===== config.mk =====
export PLATFORM = sky130hd
export DESIGN_NAME = go_back_n_link_controller_core
export DESIGN_NICKNAME = d
export VERILOG_FILES = /design/src/gbn_pkg.sv /design/src/go_back_n_link_controller_core.sv /design/src/gbn_ctrl.sv /design/src/gbn_dp.sv
export SDC_FILE = /design/constraint.sdc
export NUM_CORES = 1
export LEC_CHECK = 0
export BUFFER_PORTS_ARGS = -buffer_cell sky130_fd_sc_hd__buf_2
export CORE_MARGIN = 4
export CORE_UTILIZATION = 61
export DETAILED_ROUTE_END_ITERATION = 6
export HOLD_SLACK_MARGIN = 0.1
export PLACE_DENSITY_LB_ADDON = 0.05
export SYNTH_ARGS = -nofsm -noshare
export SYNTH_HDL_FRONTEND = slang
export SYNTH_SLANG_ARGS = --single-unit

===== constraint.sdc =====
create_clock -name clk_i -period 5.2 [get_ports clk_i]
set_clock_uncertainty 0.05 [all_clocks]
set_input_delay 1.04 -clock clk_i [delete_from_list [all_inputs] [get_ports clk_i]]
set_output_delay 1.04 -clock clk_i [all_outputs]
set_load 0.01 [all_outputs]

===== src/gbn_pkg.sv =====
package gbn_pkg;

  localparam int SEQ_MAX       = 6;
  localparam int SEQ_W         = 3;
  localparam int MASK_W        = 7;
  localparam int PAYLOAD_BYTES = 256;
  localparam int LEN_W         = 9;
  localparam int BYTE_W        = 8;
  localparam int MIN_FRAME_LEN = 5;
  localparam int HDR_LEN       = 7;

  typedef enum logic [1:0] {
    FUNC_PKT = 2'd0,
    FUNC_PHY = 2'd1,
    FUNC_RX  = 2'd2,
    FUNC_TMO = 2'd3
  } func_e;

  typedef struct packed {
    logic start;     // item accepted this cycle
    logic ack_step;  // free the oldest outstanding frame
    logic ack_done;  // ack walk finished, post the frame-received result
    logic rs_step;   // post one resent frame
  } gbn_cmd_t;

  typedef struct packed {
    logic out_free;    // output register empty or being taken
    logic frame_good;  // incoming frame passes length and CRC
    logic cnt_zero;    // nothing outstanding
    logic win_hit;     // latched ack lies in [oldest, next_to_send)
    logic rs_last;     // one resend left
  } gbn_sts_t;

  function automatic logic [SEQ_W-1:0] seq_next(input logic [SEQ_W-1:0] k);
    return (k == SEQ_W'(SEQ_MAX)) ? '0 : k + SEQ_W'(1);
  endfunction

endpackage


===== src/go_back_n_link_controller_core.sv =====
// channel | valid     | stall       | payload
// --------+-----------+-------------+------------------------------------------------
// in      | in_valid_i| in_stall_o  | func_i rx_crc_ok_i rx_is_data_i rx_seq_i
//         |           |             | rx_ack_i rx_len_i
// out     | out_valid_o| out_stall_i| send_valid_o send_seq_o send_ack_o
//         |           |             | deliver_valid_o deliver_len_o stop_mask_o
//         |           |             | net_enable_o last_o
//
// One item at a time. Packet-ready, physical-ready and bad frames post their
// result the cycle after acceptance. A good frame first runs the ack walk, which
// frees one outstanding frame per cycle, and posts its result when the walk ends.
// A timeout resends each outstanding frame, one per cycle while the output is free.
// Input stalls while an item is in work or the output register is held.
// Reset clears all window pointers, counts and the physical-ready flag.
module go_back_n_link_controller_core
  import gbn_pkg::*;
(
  input  logic                clk_i,
  input  logic                rst_ni,
  input  logic                in_valid_i,
  output logic                in_stall_o,
  input  logic [1:0]          func_i,
  input  logic                rx_crc_ok_i,
  input  logic                rx_is_data_i,
  input  logic [BYTE_W-1:0]   rx_seq_i,
  input  logic [BYTE_W-1:0]   rx_ack_i,
  input  logic [LEN_W-1:0]    rx_len_i,
  output logic                out_valid_o,
  input  logic                out_stall_i,
  output logic                send_valid_o,
  output logic [SEQ_W-1:0]    send_seq_o,
  output logic [SEQ_W-1:0]    send_ack_o,
  output logic                deliver_valid_o,
  output logic [LEN_W-1:0]    deliver_len_o,
  output logic [MASK_W-1:0]   stop_mask_o,
  output logic                net_enable_o,
  output logic                last_o
);

  gbn_cmd_t cmd;
  gbn_sts_t sts;

  gbn_ctrl u_ctrl (
    .clk_i      (clk_i),
    .rst_ni     (rst_ni),
    .in_valid_i (in_valid_i),
    .func_i     (func_i),
    .sts_i      (sts),
    .in_stall_o (in_stall_o),
    .cmd_o      (cmd)
  );

  gbn_dp u_dp (
    .clk_i           (clk_i),
    .rst_ni          (rst_ni),
    .cmd_i           (cmd),
    .sts_o           (sts),
    .func_i          (func_i),
    .rx_crc_ok_i     (rx_crc_ok_i),
    .rx_is_data_i    (rx_is_data_i),
    .rx_seq_i        (rx_seq_i),
    .rx_ack_i        (rx_ack_i),
    .rx_len_i        (rx_len_i),
    .out_stall_i     (out_stall_i),
    .out_valid_o     (out_valid_o),
    .send_valid_o    (send_valid_o),
    .send_seq_o      (send_seq_o),
    .send_ack_o      (send_ack_o),
    .deliver_valid_o (deliver_valid_o),
    .deliver_len_o   (deliver_len_o),
    .stop_mask_o     (stop_mask_o),
    .net_enable_o    (net_enable_o),
    .last_o          (last_o)
  );

endmodule


===== src/gbn_ctrl.sv =====
module gbn_ctrl
  import gbn_pkg::*;
(
  input  logic           clk_i,
  input  logic           rst_ni,
  input  logic           in_valid_i,
  input  logic [1:0]     func_i,
  input  gbn_sts_t       sts_i,
  output logic           in_stall_o,
  output gbn_cmd_t       cmd_o
);

  typedef enum logic [1:0] {
    ST_IDLE,
    ST_ACK,
    ST_RESEND
  } state_e;

  state_e state_q, state_d;
  logic   accept;
  func_e  func;

  assign func       = func_e'(func_i);
  assign in_stall_o = !(state_q == ST_IDLE && sts_i.out_free);
  assign accept     = in_valid_i && !in_stall_o;

  always_comb begin
    state_d = state_q;
    cmd_o   = '0;
    unique case (state_q)
      ST_IDLE: begin
        if (accept) begin
          cmd_o.start = 1'b1;
          if (func == FUNC_RX && sts_i.frame_good) begin
            state_d = ST_ACK;
          end else if (func == FUNC_TMO && !sts_i.cnt_zero) begin
            state_d = ST_RESEND;
          end
        end
      end
      ST_ACK: begin
        if (sts_i.win_hit) begin
          cmd_o.ack_step = 1'b1;
        end else begin
          cmd_o.ack_done = 1'b1;
          state_d        = ST_IDLE;
        end
      end
      ST_RESEND: begin
        if (sts_i.out_free) begin
          cmd_o.rs_step = 1'b1;
          if (sts_i.rs_last) begin
            state_d = ST_IDLE;
          end
        end
      end
      default: state_d = ST_IDLE;
    endcase
  end

  always_ff @(posedge clk_i or negedge rst_ni) begin
    if (!rst_ni) begin
      state_q <= ST_IDLE;
    end else begin
      state_q <= state_d;
    end
  end

  // ack walk is bounded by the window size: one step per outstanding frame, then the done cycle
  a_ack_bounded: assert property (@(posedge clk_i) disable iff (!rst_ni)
    $rose(state_q == ST_ACK) |-> ##[1:7] (state_q != ST_ACK))
    else $error("ack walk ran too long");

endmodule


===== src/gbn_dp.sv =====
module gbn_dp
  import gbn_pkg::*;
(
  input  logic                clk_i,
  input  logic                rst_ni,
  input  gbn_cmd_t            cmd_i,
  output gbn_sts_t            sts_o,
  input  logic [1:0]          func_i,
  input  logic                rx_crc_ok_i,
  input  logic                rx_is_data_i,
  input  logic [BYTE_W-1:0]   rx_seq_i,
  input  logic [BYTE_W-1:0]   rx_ack_i,
  input  logic [LEN_W-1:0]    rx_len_i,
  input  logic                out_stall_i,
  output logic                out_valid_o,
  output logic                send_valid_o,
  output logic [SEQ_W-1:0]    send_seq_o,
  output logic [SEQ_W-1:0]    send_ack_o,
  output logic                deliver_valid_o,
  output logic [LEN_W-1:0]    deliver_len_o,
  output logic [MASK_W-1:0]   stop_mask_o,
  output logic                net_enable_o,
  output logic                last_o
);

  // link state
  logic [SEQ_W-1:0]  nts_q, nts_d;
  logic [SEQ_W-1:0]  old_q, old_d;
  logic [SEQ_W-1:0]  exp_q, exp_d;
  logic [SEQ_W-1:0]  cnt_q, cnt_d;
  logic              phy_q, phy_d;
  // per-event working registers
  logic [BYTE_W-1:0] rack_q, rack_d;
  logic              dv_q, dv_d;
  logic [LEN_W-1:0]  dl_q, dl_d;
  logic [MASK_W-1:0] mask_q, mask_d;
  logic [SEQ_W-1:0]  rs_left_q, rs_left_d;
  // output register
  logic              ov_q, ov_d;
  logic              o_sv_q, o_sv_d;
  logic [SEQ_W-1:0]  o_seq_q, o_seq_d;
  logic [SEQ_W-1:0]  o_ack_q, o_ack_d;
  logic              o_dv_q, o_dv_d;
  logic [LEN_W-1:0]  o_dl_q, o_dl_d;
  logic [MASK_W-1:0] o_mask_q, o_mask_d;
  logic              o_net_q, o_net_d;
  logic              o_last_q, o_last_d;

  logic              load;
  logic [SEQ_W-1:0]  ackval;
  logic              win_full;
  logic              net_now;
  logic              frame_good;
  logic              in_order;
  logic [LEN_W-1:0]  len_m7;
  logic [LEN_W-1:0]  len_clamp;
  logic [BYTE_W-1:0] a8, c8;
  func_e             func;

  assign func       = func_e'(func_i);
  assign ackval     = (exp_q == '0) ? SEQ_W'(SEQ_MAX) : exp_q - SEQ_W'(1);
  assign win_full   = (cnt_q >= SEQ_W'(SEQ_MAX));
  assign net_now    = !win_full && phy_q;
  assign frame_good = (rx_len_i >= LEN_W'(MIN_FRAME_LEN)) && rx_crc_ok_i;
  assign in_order   = rx_is_data_i && (rx_seq_i == BYTE_W'(exp_q));
  assign len_m7     = rx_len_i - LEN_W'(HDR_LEN);
  assign len_clamp  = (rx_len_i < LEN_W'(HDR_LEN)) ? '0 :
                      (len_m7 > LEN_W'(PAYLOAD_BYTES)) ? LEN_W'(PAYLOAD_BYTES) : len_m7;

  // cyclic window test, ack compared as a full byte
  assign a8 = BYTE_W'(old_q);
  assign c8 = BYTE_W'(nts_q);
  assign sts_o.win_hit = (a8 <= rack_q && rack_q < c8) ||
                         (c8 < a8 && a8 <= rack_q) ||
                         (rack_q < c8 && c8 < a8);
  assign sts_o.out_free   = !ov_q || !out_stall_i;
  assign sts_o.frame_good = frame_good;
  assign sts_o.cnt_zero   = (cnt_q == '0);
  assign sts_o.rs_last    = (rs_left_q == SEQ_W'(1));

  always_comb begin
    nts_d     = nts_q;
    old_d     = old_q;
    exp_d     = exp_q;
    cnt_d     = cnt_q;
    phy_d     = phy_q;
    rack_d    = rack_q;
    dv_d      = dv_q;
    dl_d      = dl_q;
    mask_d    = mask_q;
    rs_left_d = rs_left_q;
    load      = 1'b0;
    o_sv_d    = 1'b0;
    o_seq_d   = '0;
    o_ack_d   = '0;
    o_dv_d    = 1'b0;
    o_dl_d    = '0;
    o_mask_d  = '0;
    o_net_d   = net_now;
    o_last_d  = 1'b1;

    if (cmd_i.start) begin
      case (func)
        FUNC_PKT: begin
          load    = 1'b1;
          o_net_d = 1'b0;
          if (!win_full) begin
            cnt_d   = cnt_q + SEQ_W'(1);
            phy_d   = 1'b0;
            nts_d   = seq_next(nts_q);
            o_sv_d  = 1'b1;
            o_seq_d = nts_q;
            o_ack_d = ackval;
          end
        end
        FUNC_PHY: begin
          load    = 1'b1;
          phy_d   = 1'b1;
          o_net_d = !win_full;
        end
        FUNC_RX: begin
          rack_d = rx_ack_i;
          mask_d = '0;
          dv_d   = 1'b0;
          dl_d   = '0;
          if (!frame_good) begin
            load = 1'b1;
          end else if (in_order) begin
            dv_d  = 1'b1;
            dl_d  = len_clamp;
            exp_d = seq_next(exp_q);
          end
        end
        default: begin
          nts_d     = old_q;
          rs_left_d = cnt_q;
          if (cnt_q == '0) begin
            load = 1'b1;
          end else begin
            phy_d = 1'b0;
          end
        end
      endcase
    end

    if (cmd_i.ack_step) begin
      if (cnt_q != '0) begin
        cnt_d = cnt_q - SEQ_W'(1);
      end
      mask_d = mask_q | (MASK_W'(1) << old_q);
      old_d  = seq_next(old_q);
    end

    if (cmd_i.ack_done) begin
      load     = 1'b1;
      o_dv_d   = dv_q;
      o_dl_d   = dl_q;
      o_mask_d = mask_q;
    end

    if (cmd_i.rs_step) begin
      load      = 1'b1;
      o_sv_d    = 1'b1;
      o_seq_d   = nts_q;
      o_ack_d   = ackval;
      o_last_d  = (rs_left_q == SEQ_W'(1));
      nts_d     = seq_next(nts_q);
      rs_left_d = rs_left_q - SEQ_W'(1);
    end

    if (load) begin
      ov_d = 1'b1;
    end else if (ov_q && !out_stall_i) begin
      ov_d = 1'b0;
    end else begin
      ov_d = ov_q;
    end
  end

  always_ff @(posedge clk_i or negedge rst_ni) begin
    if (!rst_ni) begin
      nts_q     <= '0;
      old_q     <= '0;
      exp_q     <= '0;
      cnt_q     <= '0;
      phy_q     <= 1'b0;
      rs_left_q <= '0;
      ov_q      <= 1'b0;
    end else begin
      nts_q     <= nts_d;
      old_q     <= old_d;
      exp_q     <= exp_d;
      cnt_q     <= cnt_d;
      phy_q     <= phy_d;
      rs_left_q <= rs_left_d;
      ov_q      <= ov_d;
    end
  end

  always_ff @(posedge clk_i) begin
    rack_q <= rack_d;
    dv_q   <= dv_d;
    dl_q   <= dl_d;
    mask_q <= mask_d;
    if (load) begin
      o_sv_q   <= o_sv_d;
      o_seq_q  <= o_seq_d;
      o_ack_q  <= o_ack_d;
      o_dv_q   <= o_dv_d;
      o_dl_q   <= o_dl_d;
      o_mask_q <= o_mask_d;
      o_net_q  <= o_net_d;
      o_last_q <= o_last_d;
    end
  end

  assign out_valid_o     = ov_q;
  assign send_valid_o    = o_sv_q;
  assign send_seq_o      = o_seq_q;
  assign send_ack_o      = o_ack_q;
  assign deliver_valid_o = o_dv_q;
  assign deliver_len_o   = o_dl_q;
  assign stop_mask_o     = o_mask_q;
  assign net_enable_o    = o_net_q;
  assign last_o          = o_last_q;

  a_cnt_range: assert property (@(posedge clk_i) disable iff (!rst_ni)
    cnt_q <= SEQ_W'(SEQ_MAX))
    else $error("outstanding count beyond window");

  a_no_overwrite: assert property (@(posedge clk_i) disable iff (!rst_ni)
    (load && ov_q) |-> !out_stall_i)
    else $error("output register overwritten while stalled");

  a_send_excl: assert property (@(posedge clk_i) disable iff (!rst_ni)
    (ov_q && o_sv_q) |-> (!o_dv_q && o_mask_q == '0))
    else $error("send item carries delivery or stop bits");

endmodule

# Word level (Yosys, flattened, before mapping)

Index checks and enable logic that the tools add are counted.

Muxes and demuxes: 59
Bitwise logic cells: 4
Equal/unequal tests: 20
Reduce and logical (&&, ||, !) cells: 40
Order comparisons: 7
Shift operators: 1
$add $sub $neg: 8

Operator list:

| kind                | number |
|---|---|
| $mux 3              | 23 |
| $mux 7              | 3 |
| $mux 1              | 20 |
| $mux 2              | 7 |
| $add 3x1->3 const B | 4 |
| $logic_and 1x1->1   | 11 |
| $eq 3x3->1 const B  | 3 |
| $ge 9x3->1 const B  | 1 |
| $gt 9x9->1 const B  | 1 |
| $lt 9x3->1 const B  | 1 |
| $mux 9              | 1 |
| $sub 3x1->3 const B | 3 |
| $sub 9x3->9 const B | 1 |
| $eq 8x3->1          | 1 |
| $le 3x8->1          | 1 |
| $lt 8x3->1          | 1 |
| $ne 2x1->1 const B  | 4 |
| $reduce_and 4->1    | 2 |
| $reduce_bool 2->1   | 4 |
| $or 7x7->7          | 1 |
| $shl 1x3->7 const A | 1 |
| $eq 2x2->1 const B  | 3 |
| $logic_not 3->1     | 2 |
| $ne 2x2->1 const B  | 3 |
| other kinds (21)    | 37 |

Output and inout bits: 28
Register bits: 70
Word-level logic and storage cells: 160

# Depth between registers and ports, before layout

Gate-level depths: netlist of run 1.

Depth after elaboration: 10
Gate-level depth with buffers: 10
Depth with buffers taken out: 8

# By module

A second synthesis of run 1 with hierarchy kept.

Cell total of the unflattened synthesis: 318
Area total of the unflattened synthesis: 3568.4 um2

Modules (own cells, without submodules):

| module   | area each (um2) | times used | cells an instance |
|---|---|---|---|
| gbn_dp   | 3423.3          | 1          | 303 |
| gbn_ctrl | 145.1           | 1          | 15 |

# Worst setup path before layout of run 1

Ideal clock, no wire load.

Kind: input to register
From: input rx_len_i[6]
To: register u_dp.o_dl_q[0] (netlist: u_dp.deliver_len_o[0]), enable pin
Setup time: 383 ps
Arrival time: 2681 ps
Setup slack: 2086 ps
Cell stages on the path: 5
Required time: 4767 ps
Cell sequence: or4_4 o31ai_4 a2111o_1 a31oi_1 nand2_1

Longest elaborated chain between the ends: 7

RTL lines:

| what                 | RTL line                             | text |
|---|---|---|
| start, declared      | go_back_n_link_controller_core.sv:27 | `input logic [LEN_W-1:0] rx_len_i,` |
| $ge 9x3->1           | gbn_dp.sv:64                         | `assign frame_good = (rx_len_i >= LEN_W'(MIN_FRAME_LEN)) && rx_crc_ok_i;` |
| $logic_and 1x1->1    | gbn_dp.sv:64                         |  |
| $mux 1               | gbn_dp.sv:126                        | `if (!frame_good) begin` |
| $pmux 1 s2           | gbn_dp.sv:103                        | `case (func)` |
| $mux 1               | gbn_dp.sv:102                        | `if (cmd_i.start) begin` |
| $mux 1               | gbn_dp.sv:154                        | `if (cmd_i.ack_done) begin` |
| $mux 1               | gbn_dp.sv:161                        | `if (cmd_i.rs_step) begin` |
| via u_dp.load        | gbn_dp.sv:49                         | `logic load;` |
| end signal, assigned | gbn_dp.sv:210                        | `o_dl_q <= o_dl_d;` |
| end, declared        | gbn_dp.sv:44                         | `logic [LEN_W-1:0] o_dl_q, o_dl_d;` |

The timed path passes the listed nets, and every way through them passes these cells.
A chain may end at the register's enable or synchronous reset.

# Worst setup path after layout of run 1

From: input rx_len_i[6]
To: register u_dp.o_dl_q[6] (netlist: u_dp.deliver_len_o[6]), enable pin

The elaborated chain is that of the path after synthesis.

==> results of run 1 <==
[power groups by stage]
stage               Combinational (mW)  Clock, mW  Sequential, mW
global route                     0.840      0.558           0.949
floorplan                        0.496          0           0.953
CTS                              0.755      0.530           0.931
global placement                 0.736          0           0.938
finish                           0.754      0.526           0.930
detailed placement               0.745          0           0.940
[cells by family (layout without fill, tap and decap cells)]
| logic type | after synthesis | count (layout) | share of synthesized area (%) |
|---|---|---|---|
| adder cells (fa/ha/maj) | 25 | 25 | 8.34 |
| AO/OA/AOI/OAI | 76 | 76 | 15.1 |
| XOR/XNOR | 11 | 11 | 2.57 |
| flip-flops | 70 | 70 | 53.5 |
| AND/OR/NAND/NOR | 119 | 119 | 16.1 |
| multiplexers | 2 | 2 | 0.567 |
| buffers and inverters | 33 | 101 | 3.90 |
[cells in the final DEF (no fill, tap or decap), types with 9 or more instances in the layout]
cell type,instances
inv_1,24
o21ai_0,12
a21oi_1,13
nor3_1,17
clkbuf_8,9
and2_1,21
nand2_1,22
ha_1,25
xnor2_1,9
nor2_1,31
buf_2,60
dfrtp_1,19
edfxtp_1,51
[area by class of cell]
cell class | count | area [um^2]
clock inverters | 5 | 108
inverters | 24 | 90.1
flip-flops and latches | 70 | 2010
fillers | 417 | 1620
repair buffers | 61 | 308
clock buffers | 11 | 131
well taps | 75 | 93.8
multi-input cells | 233 | 1600
[per-layer routing]
metal  routed length [um]  vias to the layer above  part of all wire [%]
met4                  110                        0                   1.5
li1                     -                     1349                     -
met5                    0                        -                     0
met2                 3540                       75                    49
met3                  463                       10                   6.4
met1                 3080                     1264                    43
[critical path: stages]
cell,delay [ns]
buf_2,0.13
or4_4,0.58
o31ai_4,0.28
a2111o_1,0.20
a31oi_1,0.10
nand2_1,0.85
[per-stage QoR]
step	hold WS, ns	std cells
6_report	0.464	479
5_1_grt	0.485	479
4_1_cts	0.469	479
3_5_place_dp	0.452	463
3_3_place_gp	0.433	463
2_1_floorplan	0.417	336
[path summary, 6_finish.rpt]
path | depth (start not counted) | end | slack (ns)
setup reg to reg | 7 | u_dp.deliver_len_o[6] | 2.00
max in group asynchronous | 1 | u_dp.out_valid_o | 4.18
setup / recovery | 6 | u_dp.deliver_len_o[6] | 1.92
hold / removal | 1 | u_dp.deliver_len_o[7] | 0.46
hold reg to reg | 1 | u_dp.deliver_len_o[7] | 0.46
min in group asynchronous | 1 | u_dp.old_q[0] | 0.60
[registers in the layout, summed over array words and instances (netlist names), 2 cells and up]
register,count
u_dp.mask_q,7
u_dp.stop_mask_o,7
u_dp.deliver_len_o,9
u_dp.exp_q,3
u_dp.nts_q,3
u_dp.cnt_q,3
u_dp.send_seq_o,3
u_dp.dl_q,9
u_dp.rs_left_q,3
u_dp.rack_q,8
u_dp.send_ack_o,3
u_ctrl.state_q,2
u_dp.old_q,3
==> summary.md, run 1 <==
| Metric | Value |
|---|---|
| Status | finished clean |
| Synth top area cells | edfxtp_1 (41%), dfrtp_1 (13%), ha_1 (8.3%), and2_1 (3.5%), nor2_1 (3.1%) |
| Die area | 7470 um^2 |
| Most frequent cell after synthesis | edfxtp_1 |
| Final Hold Violating Endpoints | 0 |
| Area grow syn2layout | 15.6% |
| Top cells by count, synth | edfxtp_1 (51), nor2_1 (31), ha_1 (25) |
| Cell Area, Synth | about 3800 um^2 |
| Die width | 86.4 um |
| Final ANT Viol Nets | 0 |
| Final min period | ~3.3 ns |
| Floorplan row count | 28 |
| H-tree levels | 3 |
| Synth unique cells | 57 |
| Share of the synthesized area in the top cell type | 40.8% |
| Initial antenna violation count | 0 |
| Layout Nets | ~460 |
| FFs w/ async S/R, synth | a little over a quarter |
| Die height | a little under 90 um |
| Share of cells above drive strength 1 | around 23% |
| Total setup buffers inserted after CTS | 0 |
| Comb pwr share | 34.1% |
| Residual DRC | 0 |
| Gr usage total | between 20% and 30% |
| Diodes inserted | 0 |
| Clock Latency Late Sink | around 0.34 ns |
| YS warnings | 0 |
| # setup viols final | 0 |
| Core Region | around 6000 um^2 |
| Via count | around 2.7k |
| CTS Buf Count | 9 |
| Initial DRC Count | 143 |
| Syn_nets | roughly 390 |
| Mean Syn Cell Area | approximately 11 um^2 |
| Largest net degree at the start of global routing | 27 |
| Worst Hold Launch | u_dp.dl_q[7] |
| Clk slew on worst S/H paths | about 0.07 ns |
| Mean routed wirelength per cell | around 15 um |
| First-pass GRT wire length | between 10,000 and 15,000 um |
| Worst Setup End Kind | flip-flop |
| Maximum vdd drop | between 0.0002 and 0.0003 V |
| Busiest grt layer | met2 |
| PD cells | 510 nW/um^2 |
| Clk buf depth | 2 |
| Critical Path RT | 5.10 ns |
| GPL Wtd Cong | around 0.87 |
| Final WS setup | just under 2 ns |
| Int Pwr | approximately 1.4 mW |
| Slew margin rel. | between 20% and 30% |
| Global route overflow | 0 |
| Starting Density | around 63% |
| Post-synth EDFFs | 51 |
| Crit. Startpoint | rx_len_i[6] |
| IO Pins | 61 |
| Num Clock Sinks | 70 |
| Worst setup path category | input pin to flip-flop |
| Switching Share | a little over a third |
| HP Class | flip-flop to flip-flop |
| Final core utilization | roughly 73% |
| Crit path DAT | between 3 and 4 ns |
| WL final | 7190 um |
| DP Area | approximately 4100 um^2 |
| Post-detail-place hpwl | roughly 5200 um |
| Clock power share | approximately a quarter |
| Crit-path max FO | 26 |
| IO buf count | 60 |
| Cells after synthesis | approximately 340 |
| LEAKAGE | 1.82 nW |
| FMAX | 0.305 GHz |
| GR Layer Usage met1 | 24.5% |
| Sequential share of power | around 42% |
| RSZ-0062 raised after global routing | false |
| Fin crit share | between 60% and 70% |
| GR Util met2 | between 30% and 40% |
| Post-CTS Resized | 0 |
| Design Power | about 2.2 mW |
| Worst Max-Slew Pin Slew | 1.12 ns |
| Setup WS pre-CTS | roughly 1.6 ns |
| Post-synthesis register bit count | 70 |
| # Max-Cap Violations | 0 |
| Hold bufs inserted after CTS | 0 |
| Reg2reg start | u_dp.old_q[1] |
| Final instance area | between 4000 and 5000 um^2 |
| TNS Setup | 0 ns |
| Number of global-route vias before repair | around 2.6k |
| Grt met3 use | about 4.8% |
| Synth Flop Type | edfxtp_1 |
| Slew Limit Fails | 0 |
| Worst Setup Start Kind | input pin |
| CTS tree | done |
| Seq/Total Area, Yosys | a little over half |
| DRT Pass-1 Iters | 4 |
| Biggest area consumer among synthesized cells | edfxtp_1 |
| Root Buffer | clkbuf_8 |
| Sw power | ~790 uW |
| Vias per inst | 5.63 |
No activity file was read; power rests on OpenSTA's default activity.
==> run 2: changes to the inputs <==
Settings changed: CORE_UTILIZATION 61 to 57.
Clock period 5.2 ns to 3.2 ns, I/O delays scaled along.
==> run 2 against run 1 <==
Effect of this change:
- combinational power grew 68%
- total power rose by 57%
- flip-flop and latch count stayed put
- global-route usage is 0.37 points lower
- non-clock buffer count is 3 higher
- via count increased by 1.0%
- die area grew 6.4%
- wire length up 2.2%
- final cell count grew 1.0%
- first-iteration DRC count down 34%
- register-to-register slack got worse by 1.3 ns
- clock-buffer cell count down 1
==> summary.md, run 2 (synthesis results as in run 1) <==
| Metric | Value |
|---|---|
| Status | finished clean |
| Final core utilization | 67.7% (-5.1 points) |
| LEAKAGE | 1.82 nW (about the same) |
| DP Area | 4140 um^2 (+0.92%) |
| Fillers | 503 (+21%) |
| Clock power share | 19.9% (-3.9 points) |
| Num Clock Sinks | 70 (unchanged) |
| WL final | 7340 um (+2.2%) |
| Setup WS pre-CTS | 0.584 ns (-1.00 ns) |
| HP Class | input pin to asynchronous set/reset pin |
| Reg area | 2010 um^2 (unchanged) |
| Die width | 89.1 um (+3.1%) |
| IO Pins | 61 (unchanged) |
| RSZ-0062 raised after global routing | false |
| Slew margin rel. | 62.3% (+37 points) |
| Root Buffer | clkbuf_8 |
| Crit. Startpoint | u_dp.old_q[1] |
| Most frequent cells in the layout | buf_2 (60), edfxtp_1 (51), nor2_1 (31) |
| Number of global-route vias before repair | 2,538 (-2.2%) |
| Multi-input gate area | 1600 um^2 (unchanged) |
| Maximum vdd drop | 0.000571 V (+110%) |
| Worst Setup Start Kind | flip-flop |
| Clk buf depth | 2 (unchanged) |
| Vias per inst | 5.63 (about the same) |
| DRT Pass-1 Iters | 4 (unchanged) |
| Cell total after placement | 468 (+1.1%) |
| Routed met2 length | 3500 um (-0.93%) |
| Share of cells above drive strength 1 | 23.3% (+0.82 points) |
| Worst Setup End Kind | flip-flop |
| Via count | 2,725 (+1.0%) |
| Initial DRC Count | 95 (-34%) |
| Die height | 89.1 um (+3.1%) |
| Final min period | ~2.5 ns |
| Layout Nets | 460 (+0.66%) |
| Final ANT Viol Nets | 0 (unchanged) |
| IO buf count | 60 (unchanged) |
| CTS Buf Count | 9 (unchanged) |
| FF-to-FF End | u_dp.mask_q[0] |
| Reg2reg start | u_dp.old_q[1] |
| Die area | 7950 um^2 (+6.4%) |
| Worst Max-Slew Pin Slew | 0.559 ns (-0.561 ns) |
| Final Hold Violating Endpoints | 0 (unchanged) |
| Residual DRC | 0 (unchanged) |
| PD cells | 801 nW/um^2 (+57%) |
| Post-CTS Resized | 0 (unchanged) |
| Top layer in use | met4 |
| Core Region | 6390 um^2 (+7.2%) |
| Non-Filler Instances | 484 (+1.0%) |
| FMAX | between 0.3 and 0.4 GHz |
| H-tree levels | 3 (unchanged) |
| TNS Setup | 0 ns (unchanged) |
| # Max-Cap Violations | 0 (unchanged) |
| # setup viols final | 0 (unchanged) |
| Int Pwr | 2.19 mW (+54%) |
| Fin crit share | 79.3% |
| Starting Density | 58.8% (-4.2 points) |
| Crit path DAT | 2.51 ns (-0.67 ns) |
| Clock Latency Late Sink | 0.34 ns (about the same) |
| Switching Share | 36.8% (+1.2 points) |
| First-pass GRT wire length | 11,800 um (-0.23%) |
| Initial antenna violation count | 0 (unchanged) |
| Met1 wire length | 3300 um (+7.2%) |
| Commonest non-fill, non-tap cell in the layout | buf_2 |
| Total setup buffers inserted after CTS | 0 (unchanged) |
| R2R depth | 7 (unchanged) |
| GPL Wtd Cong | 0.806 (-7.1%) |
| Global route overflow | 0 (unchanged) |
| Final WS setup | 0.663 ns (-1.26 ns) |
| WL met3 | 361 um (-22%) |
| Post-detail-place hpwl | 5630 um (+9.3%) |
| R2R Setup Slk | 0.66 ns (-1.34 ns) |
| Hold bufs inserted after CTS | 0 (unchanged) |
| Slew Limit Fails | 0 (unchanged) |
| Final instance area | 4330 um^2 (-0.26%) |
| Largest net degree at the start of global routing | 22 (-19%) |
| Mean routed wirelength per cell | 15.2 um (+1.1%) |
| CTS tree | done |
| Crit-path max FO | 11 (-58%) |
| Gr usage total | 19.9% (-0.37 points) |
| Worst setup path category | flip-flop to flip-flop |
| Clk slew on worst S/H paths | 0.08 ns (about the same) |
| Comb pwr share | 36.6% (+2.5 points) |
| Diodes inserted | 0 (unchanged) |
| Floorplan row count | 29 (+3.6%) |
| Sw power | 1.28 mW (+62%) |
| Worst setup path endpoint | u_dp.mask_q[0] |
| Area grow syn2layout | 15.3% |
| Sequential share of power | 43.5% (+1.4 points) |
| Critical Path RT | 3.17 ns (-1.93 ns) |
run 2: cell types whose count changed in the layout (fill, tap and decap cells not counted):
cell       delta
buf_12        +1
buf_4         +2
bufinv_16     -2
clkbuf_1      -1
clkinv_2      +3
run 2: how the worst min path moves through the flow:
stage | cells past startpoint | from | slack (ns) | to
floorplan | 0 | rst_ni | 0.29 | u_ctrl.state_q[0]
global placement | 1 | u_dp.phy_q | 0.44 | u_dp.phy_q
detailed placement | 1 | u_dp.phy_q | 0.44 | u_dp.phy_q
CTS | 1 | rst_ni | 0.19 | u_dp.rs_left_q[0]
global route | 1 | rst_ni | 0.21 | u_dp.rs_left_q[2]
finish | 1 | rst_ni | 0.19 | u_dp.rs_left_q[0]
run 2: power by group through the flow:
| stage | Sequential [mW] | Clock (mW) | Combinational, mW |
|---|---|---|---|
| floorplan | 1.55 | 0 | 0.807 |
| global placement | 1.53 | 0 | 1.25 |
| detailed placement | 1.52 | 0 | 1.27 |
| CTS | 1.51 | 0.701 | 1.28 |
| global route | 1.54 | 0.739 | 1.42 |
| finish | 1.51 | 0.689 | 1.27 |
run 2: layout make-up:
type                    instances  area share, %
multi-input cells             233           37.0
well taps                      77           2.23
repair buffers                 64           7.93
clock buffers                  10           2.95
clock inverters                 6           1.45
inverters                      24           2.08
flip-flops and latches         70           46.4
run 2: through the flow:
stage	hold WS [ns]	total power [mW]
2_1_floorplan	0.294	2.36
4_1_cts	0.188	3.49
3_5_place_dp	0.440	2.80
6_report	0.188	3.46
3_3_place_gp	0.436	2.78
5_1_grt	0.211	3.70
run 2: worst max-delay path: stages (launching register included):
cell and delay, ns:
dfrtp_1 0.44, ha_1 0.31, nor2b_1 0.13, o21a_1 0.15, o21ai_0 0.45, a21o_1 0.24
nand2_2 0.15, nand2_1 0.29
run 2: metal layers:
| metal | track usage (%) | vias to the layer above |
|---|---|---|
| met2 | 32.2 | 75 |
| li1 | - | 1350 |
| met4 | 8.66 | 0 |
| met1 | 25.4 | 1283 |
| met3 | 4.88 | 17 |
| met5 | 0 | - |
==> run 3: changes to the inputs <==
Clock period 3.2 ns to 2.48 ns, I/O delays scaled along.
==> run 3 against run 2 <==
Effect of this change:
- worst setup slack got worse by 0.51 ns
- critical path depth increased by 1
- hold slack improved by 0.091 ns
- flip-flop and latch count unchanged
- largest cell class unchanged
- highest routed layer unchanged
==> summary.md, run 3 (synthesis results as in run 1) <==
| Metric | Value |
|---|---|
| Num Clock Sinks | 70 (unchanged) |
| Min-Delay Path Depth | 1 |
| Critical Path RT | 2.53 ns (-0.64 ns) |
| CP cell instances | inv_1 -> ha_1 -> a21o_1 -> a221oi_2 -> a211oi_2 -> a31oi_1 -> nand2_2 -> buf_12 |
| Final Hold Violating Endpoints | 0 (unchanged) |
| Highest-delay cell along the critical path | dfrtp_2 |
| Initial antenna violation count | 0 (unchanged) |
| Initial DRC Count | 163 (+72%) |
| Final min period | 2.33 ns (-0.209 ns) |
| Fin crit share | 93.8% (+15 points) |
| IO buf count | 60 (unchanged) |
| Slew Limit Fails | 0 (unchanged) |
| Starting Density | 58.8% (unchanged) |
| Slew margin rel. | 65.9% (+3.6 points) |
| Final ANT Viol Nets | 0 (unchanged) |
| # Max-Cap Violations | 0 (unchanged) |
| Worst Setup Start Kind | flip-flop |
| Die height | 89.1 um (unchanged) |
| Number of global-route vias before repair | 2,678 (+5.5%) |
| Worst Hold Launch | rx_ack_i[0] |
| Residual DRC | 0 (unchanged) |
| Crit-path max FO | 21 (+10) |
| Hold path endpoint | u_dp.rack_q[0] |
| Core Region | 6390 um^2 (unchanged) |
| Clk slew on worst S/H paths | 0.07 ns (about the same) |
| DRT Pass-1 Iters | 7 (+3) |
| Gr usage total | 20.2% (+0.31 points) |
| First-pass GRT wire length | 12,200 um (+3.2%) |
| TNS Setup | 0 ns (unchanged) |
| CTS Buf Count | 9 (unchanged) |
| Reg2reg start | u_dp.old_q[1] |
| Mean routed wirelength per cell | 15.0 um (-1.3%) |
| R2R Setup Slk | 0.15 ns (-0.51 ns) |
| Total setup buffers inserted after CTS | 0 (unchanged) |
| Diodes inserted | 0 (unchanged) |
| Area grow syn2layout | 18.5% |
| Layout Nets | 474 (+3.0%) |
| Share of cells above drive strength 1 | 26.4% (+3.0 points) |
| Largest net degree at the start of global routing | 22 (unchanged) |
| Fillers | 486 (-3.4%) |
| Crit path DAT | 2.38 ns (-0.13 ns) |
| GPL Wtd Cong | 0.904 (+12%) |
| Worst setup path category | flip-flop to flip-flop |
| Floorplan row count | 29 (unchanged) |
| Maximum vdd drop | 0.000712 V (+25%) |
| Most frequent cells in the layout | buf_2 (60), edfxtp_1 (51), nor2_1 (31) |
| Root Buffer | clkbuf_8 |
| PD cells | 1030 nW/um^2 (+29%) |
| Die area | 7950 um^2 (unchanged) |
| Status | finished clean |
| R2R depth | 8 (+1) |
| LEAKAGE | 1.88 nW (+3.2%) |
| CTS tree | done |
| Global route overflow | 0 (unchanged) |
| Vias per inst | 5.58 (-0.85%) |
| Worst Setup End Kind | flip-flop |
| WL final | 7460 um (+1.6%) |
| H-tree levels | 3 (unchanged) |
| Die width | 89.1 um (unchanged) |
| # setup viols final | 0 (unchanged) |
| Non-Filler Instances | 498 (+2.9%) |
| HP Class | input pin to flip-flop |
| Worst Max-Slew Pin Slew | 0.509 ns (-0.0501 ns) |
| Multi-input gate area | 1600 um^2 (+0.31%) |
| Post-detail-place hpwl | 5770 um (+2.5%) |
| FF-to-FF End | u_dp.send_seq_o[1] |
| Via count | 2,780 (+2.0%) |
| IO Pins | 61 (unchanged) |
| Crit-path max cell delay | 0.45 ns (about the same) |
| Clk buf depth | 2 (unchanged) |
| FMAX | 0.430 GHz (+9.0%) |
| Clock Latency Late Sink | 0.34 ns (about the same) |
| Design Power | 4.59 mW (+32%) |
| Commonest non-fill, non-tap cell in the layout | buf_2 |
| RSZ-0062 raised after global routing | false |
| Cell total after placement | 481 (+2.8%) |
| Reg area | 2010 um^2 (about the same) |
-- run 3: metrics by stage --
step           utilization, %  instance area (um^2)  hold WS (ns)  setup WS, ns
3_3_place_gp             66.3                  4240         0.430         0.102
4_1_cts                  69.6                  4440         0.266         0.100
3_5_place_dp             66.3                  4240         0.430        0.0641
2_1_floorplan               -                  3750         0.150        0.0805
6_report                 69.7                  4450         0.279         0.153
5_1_grt                  69.7                  4450         0.272        0.0184
-- run 3: what timing repair did --
item                       CTS  global route
hold endpoints to repair    19             0
setup endpoints to repair    0            33
hold buffers                 1             0
gates resized for setup      0             2
-- run 3: worst max-delay path by stage --
| stage | startpoint | to | slack, ns | cells after the start |
|---|---|---|---|---|
| 3_3_place_gp | rx_len_i[5] | u_dp.send_seq_o[1] | 0.10 | 7 |
| 3_5_place_dp | rx_len_i[5] | u_dp.deliver_len_o[4] | 0.06 | 7 |
| 5_1_grt | u_dp.rack_q[2] | u_dp.send_seq_o[1] | 0.02 | 8 |
| 2_1_floorplan | u_dp.old_q[1] | u_dp.deliver_len_o[0] | 0.08 | 7 |
| 4_1_cts | u_dp.old_q[1] | u_dp.mask_q[6] | 0.10 | 7 |
| 6_report | u_dp.old_q[1] | u_dp.send_seq_o[1] | 0.15 | 8 |
-- run 3: worst max-delay path: cells and delay by family, from the launching register on --
family / cells / cell delay, ns
AOI/OAI and AO/OA: 4 / 0.88
adders and majority gates: 1 / 0.31
buffers and inverters: 2 / 0.25
DFF: 1 / 0.45
and+or+nand+nor: 1 / 0.13
-- run 3: cell type report --
class	count	share of cell area, %
timing repair buffer	78	10.1
clock buffer	10	2.87
tap	77	2.17
multi-input combinational	233	36.1
inverter	24	2.03
sequential	70	45.1
clock inverter	6	1.60
-- run 3: metal layers --
layer  global-route usage (%)  wire length [um]  up-vias
met1                     27.0              3380     1294
met4                     6.50               103        0
met2                     32.8              3510       99
met5                        0                 0        -
li1                         -                 -     1376
met3                     4.52               462       11
-- run 3: where the power goes --
group          switching (mW)  total [mW]  internal, mW
combinational            1.04        1.77         0.735
sequential              0.193        1.90          1.71
clock                   0.443       0.914         0.471
